**config.mk**
```make
export PLATFORM = sky130hd
export DESIGN_NAME = md5_hash_unit_flat
export DESIGN_NICKNAME = d
export VERILOG_FILES = /design/src/rtl/md5_pkg.sv /design/src/rtl/md5_byte_if.sv /design/src/rtl/md5_digest_if.sv /design/src/rtl/md5_ctrl.sv /design/src/rtl/md5_dp.sv /design/src/rtl/md5_hash_unit.sv /design/src/flat_wrapper.sv
export SDC_FILE = /design/constraint.sdc
export NUM_CORES = 2
export LEC_CHECK = 0
export ABC_AREA = 1
export CORE_MARGIN = 2
export CORE_UTILIZATION = 35
export DETAILED_ROUTE_END_ITERATION = 6
export DONT_BUFFER_PORTS = 1
export PLACE_DENSITY = 0.54
export SLEW_MARGIN = 20
export SYNTH_ARGS = -nofsm -noshare
export SYNTH_HDL_FRONTEND = slang
export SYNTH_HIERARCHICAL = 1
export SYNTH_SLANG_ARGS = --single-unit
```
**constraint.sdc**
```tcl
create_clock -name clk_i -period 15.97 [get_ports clk_i]
set_input_delay 0 -clock clk_i [delete_from_list [all_inputs] [get_ports clk_i]]
set_output_delay 0 -clock clk_i [all_outputs]
set_load 0.03 [all_outputs]
```
**src/rtl/md5_pkg.sv**
```systemverilog
// Shared types, constants and round tables for the MD5 hash unit.
// No dependencies; md5_ctrl, md5_dp and md5_hash_unit refer to this package by scoped names.
`default_nettype none

package md5_pkg;

  // Initial chaining vector, word 0 in the low slot
  localparam logic [3:0][31:0] MD5_IV = {
    32'h10325476, 32'h98badcfe, 32'hefcdab89, 32'h67452301
  };

  // Padding marker appended after the last message byte
  localparam logic [7:0] PAD_BYTE = 8'h80;

  // Bit count added per message byte
  localparam logic [63:0] BITS_PER_BYTE = 64'd8;

  // Byte slot beyond which the length no longer fits in the current block
  localparam logic [5:0] LEN_LIMIT_POS = 6'd55;

  // Commands from the controller to the datapath
  typedef struct packed {
    logic accept;   // input beat taken this cycle
    logic pad;      // append marker, clear tail, length if it fits
    logic len;      // clear low words and write length into the extra block
    logic load;     // copy chaining state into working words
    logic step;     // run one round
    logic add;      // fold working words into chaining state
    logic finish;   // hand digest to the output buffer and restart
  } md5_cmd_t;

  // Status from the datapath to the controller
  typedef struct packed {
    logic pos_last;    // next byte fills the block
    logic pos_gt55;    // length does not fit behind the marker
    logic round_last;  // round 63 in progress
    logic out_busy;    // digest buffer still holds words
  } md5_status_t;

  // Additive constant of a round
  function automatic logic [31:0] round_const(input logic [5:0] rc);
    logic [31:0] k;
    case (rc)
      6'd0:  k = 32'hd76aa478;  6'd1:  k = 32'he8c7b756;
      6'd2:  k = 32'h242070db;  6'd3:  k = 32'hc1bdceee;
      6'd4:  k = 32'hf57c0faf;  6'd5:  k = 32'h4787c62a;
      6'd6:  k = 32'ha8304613;  6'd7:  k = 32'hfd469501;
      6'd8:  k = 32'h698098d8;  6'd9:  k = 32'h8b44f7af;
      6'd10: k = 32'hffff5bb1;  6'd11: k = 32'h895cd7be;
      6'd12: k = 32'h6b901122;  6'd13: k = 32'hfd987193;
      6'd14: k = 32'ha679438e;  6'd15: k = 32'h49b40821;
      6'd16: k = 32'hf61e2562;  6'd17: k = 32'hc040b340;
      6'd18: k = 32'h265e5a51;  6'd19: k = 32'he9b6c7aa;
      6'd20: k = 32'hd62f105d;  6'd21: k = 32'h02441453;
      6'd22: k = 32'hd8a1e681;  6'd23: k = 32'he7d3fbc8;
      6'd24: k = 32'h21e1cde6;  6'd25: k = 32'hc33707d6;
      6'd26: k = 32'hf4d50d87;  6'd27: k = 32'h455a14ed;
      6'd28: k = 32'ha9e3e905;  6'd29: k = 32'hfcefa3f8;
      6'd30: k = 32'h676f02d9;  6'd31: k = 32'h8d2a4c8a;
      6'd32: k = 32'hfffa3942;  6'd33: k = 32'h8771f681;
      6'd34: k = 32'h6d9d6122;  6'd35: k = 32'hfde5380c;
      6'd36: k = 32'ha4beea44;  6'd37: k = 32'h4bdecfa9;
      6'd38: k = 32'hf6bb4b60;  6'd39: k = 32'hbebfbc70;
      6'd40: k = 32'h289b7ec6;  6'd41: k = 32'heaa127fa;
      6'd42: k = 32'hd4ef3085;  6'd43: k = 32'h04881d05;
      6'd44: k = 32'hd9d4d039;  6'd45: k = 32'he6db99e5;
      6'd46: k = 32'h1fa27cf8;  6'd47: k = 32'hc4ac5665;
      6'd48: k = 32'hf4292244;  6'd49: k = 32'h432aff97;
      6'd50: k = 32'hab9423a7;  6'd51: k = 32'hfc93a039;
      6'd52: k = 32'h655b59c3;  6'd53: k = 32'h8f0ccc92;
      6'd54: k = 32'hffeff47d;  6'd55: k = 32'h85845dd1;
      6'd56: k = 32'h6fa87e4f;  6'd57: k = 32'hfe2ce6e0;
      6'd58: k = 32'ha3014314;  6'd59: k = 32'h4e0811a1;
      6'd60: k = 32'hf7537e82;  6'd61: k = 32'hbd3af235;
      6'd62: k = 32'h2ad7d2bb;  6'd63: k = 32'heb86d391;
      default: k = 32'h0;
    endcase
    return k;
  endfunction

  // Left rotation amount of a round
  function automatic logic [4:0] rot_amount(input logic [5:0] rc);
    logic [4:0] r;
    case ({rc[5:4], rc[1:0]})
      4'h0: r = 5'd7;   4'h1: r = 5'd12;  4'h2: r = 5'd17;  4'h3: r = 5'd22;
      4'h4: r = 5'd5;   4'h5: r = 5'd9;   4'h6: r = 5'd14;  4'h7: r = 5'd20;
      4'h8: r = 5'd4;   4'h9: r = 5'd11;  4'ha: r = 5'd16;  4'hb: r = 5'd23;
      4'hc: r = 5'd6;   4'hd: r = 5'd10;  4'he: r = 5'd15;  4'hf: r = 5'd21;
      default: r = 5'd0;
    endcase
    return r;
  endfunction

  // Message word picked by a round
  function automatic logic [3:0] msg_index(input logic [5:0] rc);
    logic [7:0] r8;
    logic [7:0] g;
    r8 = {2'b00, rc};
    case (rc[5:4])
      2'd0:    g = r8;
      2'd1:    g = 8'(r8 * 8'd5) + 8'd1;
      2'd2:    g = 8'(r8 * 8'd3) + 8'd5;
      default: g = 8'(r8 * 8'd7);
    endcase
    return g[3:0];
  endfunction

endpackage

`default_nettype wire

```
**src/rtl/md5_byte_if.sv**
```systemverilog
// Input channel of the MD5 hash unit: one message byte per beat.
// Stands alone; used by the top level.
`default_nettype none

interface md5_byte_if;
  logic       valid;
  logic       ready;
  logic [7:0] data_byte;
  logic       byte_present;
  logic       last_item;

  modport source (output valid, output data_byte, output byte_present,
                  output last_item, input ready);
  modport sink (input valid, input data_byte, input byte_present,
                input last_item, output ready);
endinterface

`default_nettype wire

```
**src/rtl/md5_digest_if.sv**
```systemverilog
// Output channel of the MD5 hash unit: one digest word per beat.
// Stands alone; used by the top level.
`default_nettype none

interface md5_digest_if;
  logic        valid;
  logic        ready;
  logic [31:0] digest_word;
  logic [1:0]  word_index;
  logic        last_word;

  modport source (output valid, output digest_word, output word_index,
                  output last_word, input ready);
  modport sink (input valid, input digest_word, input word_index,
                input last_word, output ready);
endinterface

`default_nettype wire

```
**src/rtl/md5_ctrl.sv**
```systemverilog
// Sequencer of the MD5 hash unit: byte intake, padding, rounds, digest hand-off.
// Depends on md5_pkg for the command and status structs.
`default_nettype none

module md5_ctrl (
  input  wire logic               clk_i,
  input  wire logic               rst_ni,
  input  wire logic               in_valid_i,
  input  wire logic               in_present_i,
  input  wire logic               in_last_i,
  output logic                    in_ready_o,
  input  wire md5_pkg::md5_status_t status_i,
  output md5_pkg::md5_cmd_t       cmd_o
);

  typedef enum logic [6:0] {
    S_IDLE   = 7'b0000001,
    S_PAD    = 7'b0000010,
    S_LEN    = 7'b0000100,
    S_LOAD   = 7'b0001000,
    S_ROUND  = 7'b0010000,
    S_ADD    = 7'b0100000,
    S_FINISH = 7'b1000000
  } state_e;

  // Where to go once a block is folded in
  typedef enum logic [1:0] {
    RET_IDLE = 2'd0,
    RET_PAD  = 2'd1,
    RET_LEN  = 2'd2,
    RET_FIN  = 2'd3
  } ret_e;

  state_e state_q, state_d;
  ret_e   ret_q, ret_d;

  assign in_ready_o = (state_q == S_IDLE);

  // Next state and commands
  always_comb begin
    state_d = state_q;
    ret_d   = ret_q;
    cmd_o   = '0;
    case (state_q)
      S_IDLE: begin
        if (in_valid_i) begin
          cmd_o.accept = 1'b1;
          if (in_present_i && status_i.pos_last) begin
            state_d = S_LOAD;
            ret_d   = in_last_i ? RET_PAD : RET_IDLE;
          end else if (in_last_i) begin
            state_d = S_PAD;
          end
        end
      end
      S_PAD: begin
        cmd_o.pad = 1'b1;
        state_d   = S_LOAD;
        ret_d     = status_i.pos_gt55 ? RET_LEN : RET_FIN;
      end
      S_LEN: begin
        cmd_o.len = 1'b1;
        state_d   = S_LOAD;
        ret_d     = RET_FIN;
      end
      S_LOAD: begin
        cmd_o.load = 1'b1;
        state_d    = S_ROUND;
      end
      S_ROUND: begin
        cmd_o.step = 1'b1;
        if (status_i.round_last) begin
          state_d = S_ADD;
        end
      end
      S_ADD: begin
        cmd_o.add = 1'b1;
        case (ret_q)
          RET_IDLE: state_d = S_IDLE;
          RET_PAD:  state_d = S_PAD;
          RET_LEN:  state_d = S_LEN;
          RET_FIN:  state_d = S_FINISH;
          default:  state_d = S_IDLE;
        endcase
      end
      S_FINISH: begin
        // hold until the previous digest has drained
        if (!status_i.out_busy) begin
          cmd_o.finish = 1'b1;
          state_d      = S_IDLE;
        end
      end
      default: state_d = S_IDLE;
    endcase
  end

  always_ff @(posedge clk_i or negedge rst_ni) begin
    if (!rst_ni) begin
      state_q <= S_IDLE;
      ret_q   <= RET_IDLE;
    end else begin
      state_q <= state_d;
      ret_q   <= ret_d;
    end
  end

endmodule

`default_nettype wire

```
**src/rtl/md5_dp.sv**
```systemverilog
// Datapath of the MD5 hash unit: message words, round unit, chaining state,
// bit length and the digest output buffer. Depends on md5_pkg.
`default_nettype none

module md5_dp (
  input  wire logic                 clk_i,
  input  wire logic                 rst_ni,
  input  wire md5_pkg::md5_cmd_t    cmd_i,
  output md5_pkg::md5_status_t      status_o,
  input  wire logic [7:0]           data_byte_i,
  input  wire logic                 byte_present_i,
  output logic                      out_valid_o,
  input  wire logic                 out_ready_i,
  output logic [31:0]               digest_word_o,
  output logic [1:0]                word_index_o,
  output logic                      last_word_o
);

  logic [31:0] msg_q   [16];
  logic [31:0] chain_q [4];
  logic [31:0] rw_q    [4];
  logic [31:0] out_q   [4];
  logic [63:0] bit_len_q;
  logic [5:0]  pos_q;
  logic [5:0]  rc_q;
  logic [1:0]  out_cnt_q;
  logic        out_valid_q;

  logic        wr_byte;
  logic [7:0]  wr_data;
  logic [3:0]  pos_word;
  logic [1:0]  pos_lane;

  logic [31:0] f_val;
  logic [31:0] t_val;
  logic [63:0] rot_wide;
  logic [31:0] b_new;

  assign pos_word = pos_q[5:2];
  assign pos_lane = pos_q[1:0];
  assign wr_byte  = (cmd_i.accept && byte_present_i) || cmd_i.pad;
  assign wr_data  = cmd_i.pad ? md5_pkg::PAD_BYTE : data_byte_i;

  // Status back to the sequencer
  assign status_o.pos_last   = (pos_q == 6'd63);
  assign status_o.pos_gt55   = (pos_q > md5_pkg::LEN_LIMIT_POS);
  assign status_o.round_last = (rc_q == 6'd63);
  assign status_o.out_busy   = out_valid_q;

  // One round: mixing function, four-way sum, rotate, add
  always_comb begin
    case (rc_q[5:4])
      2'd0:    f_val = (rw_q[1] & rw_q[2]) | (~rw_q[1] & rw_q[3]);
      2'd1:    f_val = (rw_q[3] & rw_q[1]) | (~rw_q[3] & rw_q[2]);
      2'd2:    f_val = rw_q[1] ^ rw_q[2] ^ rw_q[3];
      default: f_val = rw_q[2] ^ (rw_q[1] | ~rw_q[3]);
    endcase
    t_val    = f_val + rw_q[0] + md5_pkg::round_const(rc_q)
               + msg_q[md5_pkg::msg_index(rc_q)];
    rot_wide = {t_val, t_val} << md5_pkg::rot_amount(rc_q);
    b_new    = rw_q[1] + rot_wide[63:32];
  end

  // Message words: byte packing, padding and length
  always_ff @(posedge clk_i) begin
    for (int w = 0; w < 16; w++) begin
      if (cmd_i.len) begin
        if (w == 14) begin
          msg_q[w] <= bit_len_q[31:0];
        end else if (w == 15) begin
          msg_q[w] <= bit_len_q[63:32];
        end else begin
          msg_q[w] <= '0;
        end
      end else if (wr_byte && (4'(w) == pos_word)) begin
        if (pos_lane == 2'd0) begin
          msg_q[w] <= {24'h0, wr_data};
        end else begin
          msg_q[w][{pos_lane, 3'b000} +: 8] <= wr_data;
        end
      end else if (cmd_i.pad && (4'(w) > pos_word)) begin
        if (!status_o.pos_gt55 && (w == 14)) begin
          msg_q[w] <= bit_len_q[31:0];
        end else if (!status_o.pos_gt55 && (w == 15)) begin
          msg_q[w] <= bit_len_q[63:32];
        end else begin
          msg_q[w] <= '0;
        end
      end
    end
  end

  // Digest words held for the output side
  always_ff @(posedge clk_i) begin
    if (cmd_i.finish) begin
      for (int k = 0; k < 4; k++) begin
        out_q[k] <= chain_q[k];
      end
    end
  end

  // Chaining state, working words, counters
  always_ff @(posedge clk_i or negedge rst_ni) begin
    if (!rst_ni) begin
      for (int k = 0; k < 4; k++) begin
        chain_q[k] <= md5_pkg::MD5_IV[k];
        rw_q[k]    <= '0;
      end
      bit_len_q   <= '0;
      pos_q       <= '0;
      rc_q        <= '0;
      out_cnt_q   <= '0;
      out_valid_q <= 1'b0;
    end else begin
      if (cmd_i.accept && byte_present_i) begin
        bit_len_q <= bit_len_q + md5_pkg::BITS_PER_BYTE;
        pos_q     <= pos_q + 6'd1;
      end
      if (cmd_i.load) begin
        for (int k = 0; k < 4; k++) begin
          rw_q[k] <= chain_q[k];
        end
        rc_q <= '0;
      end
      if (cmd_i.step) begin
        rw_q[0] <= rw_q[3];
        rw_q[1] <= b_new;
        rw_q[2] <= rw_q[1];
        rw_q[3] <= rw_q[2];
        rc_q    <= rc_q + 6'd1;
      end
      if (cmd_i.add) begin
        for (int k = 0; k < 4; k++) begin
          chain_q[k] <= chain_q[k] + rw_q[k];
        end
      end
      // restart for the next message once the digest is taken over
      if (cmd_i.finish) begin
        for (int k = 0; k < 4; k++) begin
          chain_q[k] <= md5_pkg::MD5_IV[k];
          rw_q[k]    <= '0;
        end
        bit_len_q   <= '0;
        pos_q       <= '0;
        rc_q        <= '0;
        out_cnt_q   <= '0;
        out_valid_q <= 1'b1;
      end else if (out_valid_q && out_ready_i) begin
        // advance to the next digest word, drop the buffer after the fourth
        out_cnt_q <= out_cnt_q + 2'd1;
        if (out_cnt_q == 2'd3) begin
          out_valid_q <= 1'b0;
        end
      end
    end
  end

  assign out_valid_o   = out_valid_q;
  assign digest_word_o = out_q[out_cnt_q];
  assign word_index_o  = out_cnt_q;
  assign last_word_o   = (out_cnt_q == 2'd3);

endmodule

`default_nettype wire

```
**src/rtl/md5_hash_unit.sv**
```systemverilog
// Top level of the MD5 hash unit: sequencer plus datapath.
// Depends on md5_pkg, md5_byte_if, md5_digest_if, md5_ctrl and md5_dp.
`default_nettype none

// A message enters one byte per beat on byte_i and is accepted while the
// unit is taking bytes. Every 64th byte starts the compression of a full
// block: the working words are loaded, the rounds run on the shared round
// unit (one round per cycle) and the result is folded into the chaining
// state; no bytes are taken meanwhile. A beat with last_item set pads the
// message and compresses one more block or, when fewer than nine bytes are
// left in the block, two, with the length written before the second; then
// the digest is handed to a four-word output buffer. The four words leave
// on digest_o, word 0 first, while the next message is already being taken;
// a following digest waits only if that buffer has not yet drained. A beat
// with byte_present clear and last_item clear is accepted and ignored.
module md5_hash_unit (
  input  wire logic        clk_i,
  input  wire logic        rst_ni,
  md5_byte_if.sink         byte_i,
  md5_digest_if.source     digest_o
);

  md5_pkg::md5_cmd_t    cmd;
  md5_pkg::md5_status_t status;

  md5_ctrl u_ctrl (
    .clk_i        (clk_i),
    .rst_ni       (rst_ni),
    .in_valid_i   (byte_i.valid),
    .in_present_i (byte_i.byte_present),
    .in_last_i    (byte_i.last_item),
    .in_ready_o   (byte_i.ready),
    .status_i     (status),
    .cmd_o        (cmd)
  );

  md5_dp u_dp (
    .clk_i          (clk_i),
    .rst_ni         (rst_ni),
    .cmd_i          (cmd),
    .status_o       (status),
    .data_byte_i    (byte_i.data_byte),
    .byte_present_i (byte_i.byte_present),
    .out_valid_o    (digest_o.valid),
    .out_ready_i    (digest_o.ready),
    .digest_word_o  (digest_o.digest_word),
    .word_index_o   (digest_o.word_index),
    .last_word_o    (digest_o.last_word)
  );

endmodule

`default_nettype wire
```
**src/flat_wrapper.sv**
```systemverilog
// flat-port wrapper written by rule: the top's interface ports become plain ports
module md5_hash_unit_flat 
  (clk_i, rst_ni, byte_i_valid, byte_i_data_byte, byte_i_byte_present, byte_i_last_item, byte_i_ready, digest_o_valid, digest_o_digest_word, digest_o_word_index, digest_o_last_word, digest_o_ready);
  md5_byte_if byte_i_i ();
  md5_digest_if digest_o_i ();
  input  wire logic clk_i;
  input  wire logic rst_ni;
  input wire logic [$bits(byte_i_i.valid)-1:0] byte_i_valid;
  input wire logic [$bits(byte_i_i.data_byte)-1:0] byte_i_data_byte;
  input wire logic [$bits(byte_i_i.byte_present)-1:0] byte_i_byte_present;
  input wire logic [$bits(byte_i_i.last_item)-1:0] byte_i_last_item;
  output wire logic [$bits(byte_i_i.ready)-1:0] byte_i_ready;
  output wire logic [$bits(digest_o_i.valid)-1:0] digest_o_valid;
  output wire logic [$bits(digest_o_i.digest_word)-1:0] digest_o_digest_word;
  output wire logic [$bits(digest_o_i.word_index)-1:0] digest_o_word_index;
  output wire logic [$bits(digest_o_i.last_word)-1:0] digest_o_last_word;
  input wire logic [$bits(digest_o_i.ready)-1:0] digest_o_ready;
  assign byte_i_i.valid = byte_i_valid;
  assign byte_i_i.data_byte = byte_i_data_byte;
  assign byte_i_i.byte_present = byte_i_byte_present;
  assign byte_i_i.last_item = byte_i_last_item;
  assign byte_i_ready = byte_i_i.ready;
  assign digest_o_valid = digest_o_i.valid;
  assign digest_o_digest_word = digest_o_i.digest_word;
  assign digest_o_word_index = digest_o_i.word_index;
  assign digest_o_last_word = digest_o_i.last_word;
  assign digest_o_i.ready = digest_o_ready;
  md5_hash_unit u_core (.clk_i(clk_i), .rst_ni(rst_ni), .byte_i(byte_i_i), .digest_o(digest_o_i));
endmodule
```
==> results list <==
* Number of distinct library cell variants in the gate-level netlist after synthesis: 78
- WP data required: 16,600 ps
* Startpoint type of the worst setup path: flip-flop
* Clock buffer count from CTS: 110
* Number of buffers on the longest clock path: 3
- The flow ran to the end, and the final reports show no timing, DRC or antenna violations.
- The net count of the finished layout is 7,838.
* Clock root buffer: sky130_fd_sc_hd__clkbuf_16
- In this run the register-to-register setup slack is 4470 ps.
* Effective utilization at floorplan: 35.30%
* Io pins: 51
- Among all cell types in the netlist, the one instantiated most often is sky130_fd_sc_hd__nand2_1.
- Post-synth EDFFs: 640
- For this run, the total global-route usage over all layers was measured as 26.64%.
* Power density over the cells: 226.0 mW/mm^2
- Number of standard cells in the final layout excluding fillers: 9,962
- The final-report hold violation count is 0.
* Most frequent cells after synthesis: sky130_fd_sc_hd__nand2_1, sky130_fd_sc_hd__nor2_1, sky130_fd_sc_hd__inv_1, sky130_fd_sc_hd__o21ai_0, sky130_fd_sc_hd__a21oi_1
- The total count of max-transition violations in the final report is 0.
- The number of nets in the synthesized netlist is 8,018.
* Vias in the first global route: 54.71k
* Via/cell ratio: 5.673
* Period minus WS final: 11,500 ps
* Congestion Overflow GR: 0
- The endpoint identified for the worst register-to-register timing path is u_core/u_dp/rw_q[90]$_DFFE_PN0P_.
- Setup TNS after final layout: 0 ps
- In this design, the stage delay of the slowest critical-path cell is 830 ps.
- In this run, flip-flops and latches consume 23.6% of the power.
- The routed layout has 56.51k vias.
- Total setup violations reported at the end of the flow: 0
- FFs w/ async S/R, synth: 34.76%
* Insertion delay of the later-clocked pin in the worst-skew pair: 780 ps
* Primary flip-flop cell chosen by synthesis mapping: sky130_fd_sc_hd__edfxtp_1
* Last weighted congestion value of the routability-driven placer: 0.9490
- Mean Syn Cell Area: 8.084 sq um
- The number of buffers and inverters on the critical path is 7.
- At the pin with the least slew margin, the transition time is 1291 ps.
- Critical R2R Launch: u_core/u_dp/rc_q[0]$_DFFE_PN0P_
- For this design the static power due to leakage is 27.78 nW.
- Clock tree synthesis found a total of 981 sinks.
* Wire length per cell after detailed routing: 24.72 microns
* Cell count of the worst reg-to-reg path: 44
- After layout, the worst path uses 72.01% of the clock period.
* Number of cells upsized or downsized after cts: 0
- Sorting the synthesized cells by area gives the leading types as sky130_fd_sc_hd__edfxtp_1, sky130_fd_sc_hd__dfrtp_1, sky130_fd_sc_hd__nand2_1, sky130_fd_sc_hd__nor2_1, sky130_fd_sc_hd__o21ai_0.
- For hold timing, the worst endpoint is u_core/u_dp/msg_q[14][1]$_SDFFCE_PP0P_.
- Area of the mapped netlist: 0.06230 sq mm
- Synthesis inferred 981 register bits.
- Switching power share of the total: 51.78%
- The die covers 0.1814 sq mm.
- The worst hold path belongs to the class input pin to flip-flop.
- Count of antenna-violating nets left after detailed routing: 0
* Buffers on Ports: 0
* Fraction of power consumed by the clock network: 17.2%
- Number of core rows: 154
- Post-route DRC violation count: 0
- Antenna violations before repair: 2
- Hold Crit Start: byte_i_data_byte[1]
- Number of violations reported at the end of detailed-routing iteration 0: 6,067
* Post-synthesis sequential area ratio: 44.68%
* Proportion of netlist area held by the largest area contributor: 30.85%
- Share of power burned in combinational logic: 59.3%
- Data on the critical path arrives at its endpoint at 12,130 ps.
* Biggest fanout along the worst timing path: 115
- For this design, the slowest cell found on the critical path is sky130_fd_sc_hd__dfrtp_1.
- Counting tap cells, the placed design contains a total of 9,737 instances.
* Clock-pin slew on the worst setup and hold paths: 60 ps
* Gate count of the mapped netlist: 7,706
* Fraction of final layout cells sized beyond drive strength 1: 6.153%
- Die Wd: 425.9 microns
- From bottom edge to top edge, the die measures 425.9 microns.
- The tool flagged a number of max-cap violations equal to 0.
- Area growth syn-to-layout: 9.628%
- Once detailed placement completed, the half-perimeter wirelength came to 179.8 mm.
- The Yosys step of the flow raised 6 warnings.
* Setup crit end kind: flip-flop
- Internal power: 7.444 mW
- First-pass GRT wire length: 363.0 mm
- Largest delay contributor family on the critical path: compound AO/OA/AOI/OAI gates
- # fillers: 18.17k
* Kind of critical path: flip-flop to flip-flop
- Clock H-tree levels: 3
- The clock arrives with 49.04 ps of skew.
- NetSw: 7.992 mW
- Number of stages on the worst hold path: 2
* Count of inserted antenna diode cells: 0
* Area leader, netlist: sky130_fd_sc_hd__edfxtp_1
* Max VDD drop: 0.1569 mV
- Measured against its own limit, the worst slew margin works out to 13.28%.
- Setup repair after global routing left no endpoint under its margin.
* Final wirelength: 246.3 mm
* Core area: 0.1765 sq mm
- TritonCTS built the clock tree.
* Maximum number of pins on one net before global-route repair: 342
* Drt pass-1 iters: 6
* FMAX: 86.96 MHz
==> state kept, by name, summed over array words and instances, names as in the netlist <==
name,cells
u_core/u_dp/chain_q,128
u_core/u_dp/bit_len_q,61
u_core/u_ctrl/state_q,7
u_core/u_dp/pos_q,6
u_core/u_dp/rw_q,128
u_core/u_dp/msg_q,512
u_core/u_ctrl/ret_q,2
u_core/u_dp/rc_q,6
u_core/u_dp/word_index_o,2
u_core/u_dp/out_valid_o,1
u_core/u_dp/out_q,128
==> worst max path at each step <==
stage                                               from  cells past startpoint                             endpoint  slack, ps
floorplan           u_core/u_ctrl/state_q[3]$_DFFE_PN0P_                     11  u_core/u_dp/chain_q[10]$_DFFE_PN1P_       4920
finish                   u_core/u_dp/rc_q[0]$_DFFE_PN0P_                     44     u_core/u_dp/rw_q[90]$_DFFE_PN0P_       4470
global route             u_core/u_dp/rc_q[0]$_DFFE_PN0P_                     49     u_core/u_dp/rw_q[88]$_DFFE_PN0P_       3460
CTS                      u_core/u_dp/rc_q[0]$_DFFE_PN0P_                     47     u_core/u_dp/rw_q[90]$_DFFE_PN0P_       4610
global placement         u_core/u_dp/rc_q[0]$_DFFE_PN0P_                     46     u_core/u_dp/rw_q[88]$_DFFE_PN0P_       4750
detailed placement       u_core/u_dp/rc_q[0]$_DFFE_PN0P_                     47     u_core/u_dp/rw_q[90]$_DFFE_PN0P_       4680
==> cell usage in the layout (no fill, tap or decap), types with 16 or more instances in the layout <==
cell	count
sky130_fd_sc_hd__nand2_1	1213
sky130_fd_sc_hd__nor2_1	1038
sky130_fd_sc_hd__inv_1	862
sky130_fd_sc_hd__o21ai_0	765
sky130_fd_sc_hd__a21oi_1	693
sky130_fd_sc_hd__edfxtp_1	640
sky130_fd_sc_hd__nand3_1	363
sky130_fd_sc_hd__dfrtp_1	275
sky130_fd_sc_hd__ha_1	228
sky130_fd_sc_hd__o22ai_1	196
sky130_fd_sc_hd__nor3_1	139
sky130_fd_sc_hd__clkbuf_16	113
sky130_fd_sc_hd__xor2_1	76
sky130_fd_sc_hd__fa_1	70
sky130_fd_sc_hd__dfstp_2	65
sky130_fd_sc_hd__buf_4	63
sky130_fd_sc_hd__o32ai_1	63
sky130_fd_sc_hd__o21ai_1	54
sky130_fd_sc_hd__o211ai_1	50
sky130_fd_sc_hd__nor4_1	47
sky130_fd_sc_hd__nand4_1	45
sky130_fd_sc_hd__a22oi_1	44
sky130_fd_sc_hd__xnor2_1	39
sky130_fd_sc_hd__a31oi_1	28
sky130_fd_sc_hd__inv_2	26
sky130_fd_sc_hd__nand3_2	24
sky130_fd_sc_hd__clkinv_2	23
sky130_fd_sc_hd__o221ai_1	23
sky130_fd_sc_hd__clkbuf_1	22
sky130_fd_sc_hd__clkinv_1	21
sky130_fd_sc_hd__o21a_1	19
sky130_fd_sc_hd__o21ai_2	16
sky130_fd_sc_hd__or2_2	16
==> stage by stage <==
stage	setup WS (ps)	hold slack [ps]	area (sq um)	total power [mW]	util (%)
global route	3460	77.34	68300	16.58	38.69
CTS	4606	12.56	68200	15.36	38.64
global placement	4754	-286.5	64300	12.66	36.43
finish	4470	68.56	68300	15.44	38.69
detailed placement	4679	-286.6	64310	12.64	36.44
floorplan	4919	-295.6	62300	9.760	-
==> final cells by class <==
class / count / area, sq um / share of cell area [%]
Clock buffer: 141 / 2993 / 4.382
Clock inverter: 67 / 752.0 / 1.101
Inverter: 899 / 3379 / 4.948
Multi-Input combinational cell: 5453 / 29680 / 43.45
Sequential cell: 981 / 27830 / 40.76
Tap cell: 2340 / 2928 / 4.287
Timing Repair Buffer: 81 / 733.2 / 1.074
==> repair_timing <==
| item | 4_1_cts | 5_1_grt |
|---|---|---|
| hold buffers | 13 | 1 |
| hold endpoints to repair | 373 | 1 |
| setup buffers | 0 | 0 |
==> power by group through the flow <==
stage / logic, mW / clock network (mW) / registers, mW
final: 9.15 / 2.65 / 3.64
after global routing: 10.1 / 2.79 / 3.67
after CTS: 9.04 / 2.70 / 3.62
after detailed placement: 8.97 / 0 / 3.67
after global placement: 8.99 / 0 / 3.67
after floorplan: 6.31 / 0 / 3.45
==> kinds of logic (layout without fill, tap and decap cells) <==
group / count (synthesis) / after routing / share of synthesized area, %
AND/OR/NAND/NOR: 2954 / 2954 / 19.93
AO/OA/AOI/OAI: 2079 / 2079 / 18.96
buffers and inverters: 1272 / 1188 / 7.875
flip-flops: 981 / 981 / 44.68
adder cells (fa/ha/maj): 298 / 298 / 6.829
XOR/XNOR: 115 / 115 / 1.617
multiplexers: 7 / 7 / 0.1145
==> metal layers <==
metal	up-vias	GRT usage [%]	part of all wire (%)
met5	-	0	0.011
met3	528	3.305	5.8
met4	4	13.54	5.8
met2	2250	44.36	47
li1	26128	-	-
met1	27604	33.96	41
(Power assumes the default switching activity.)
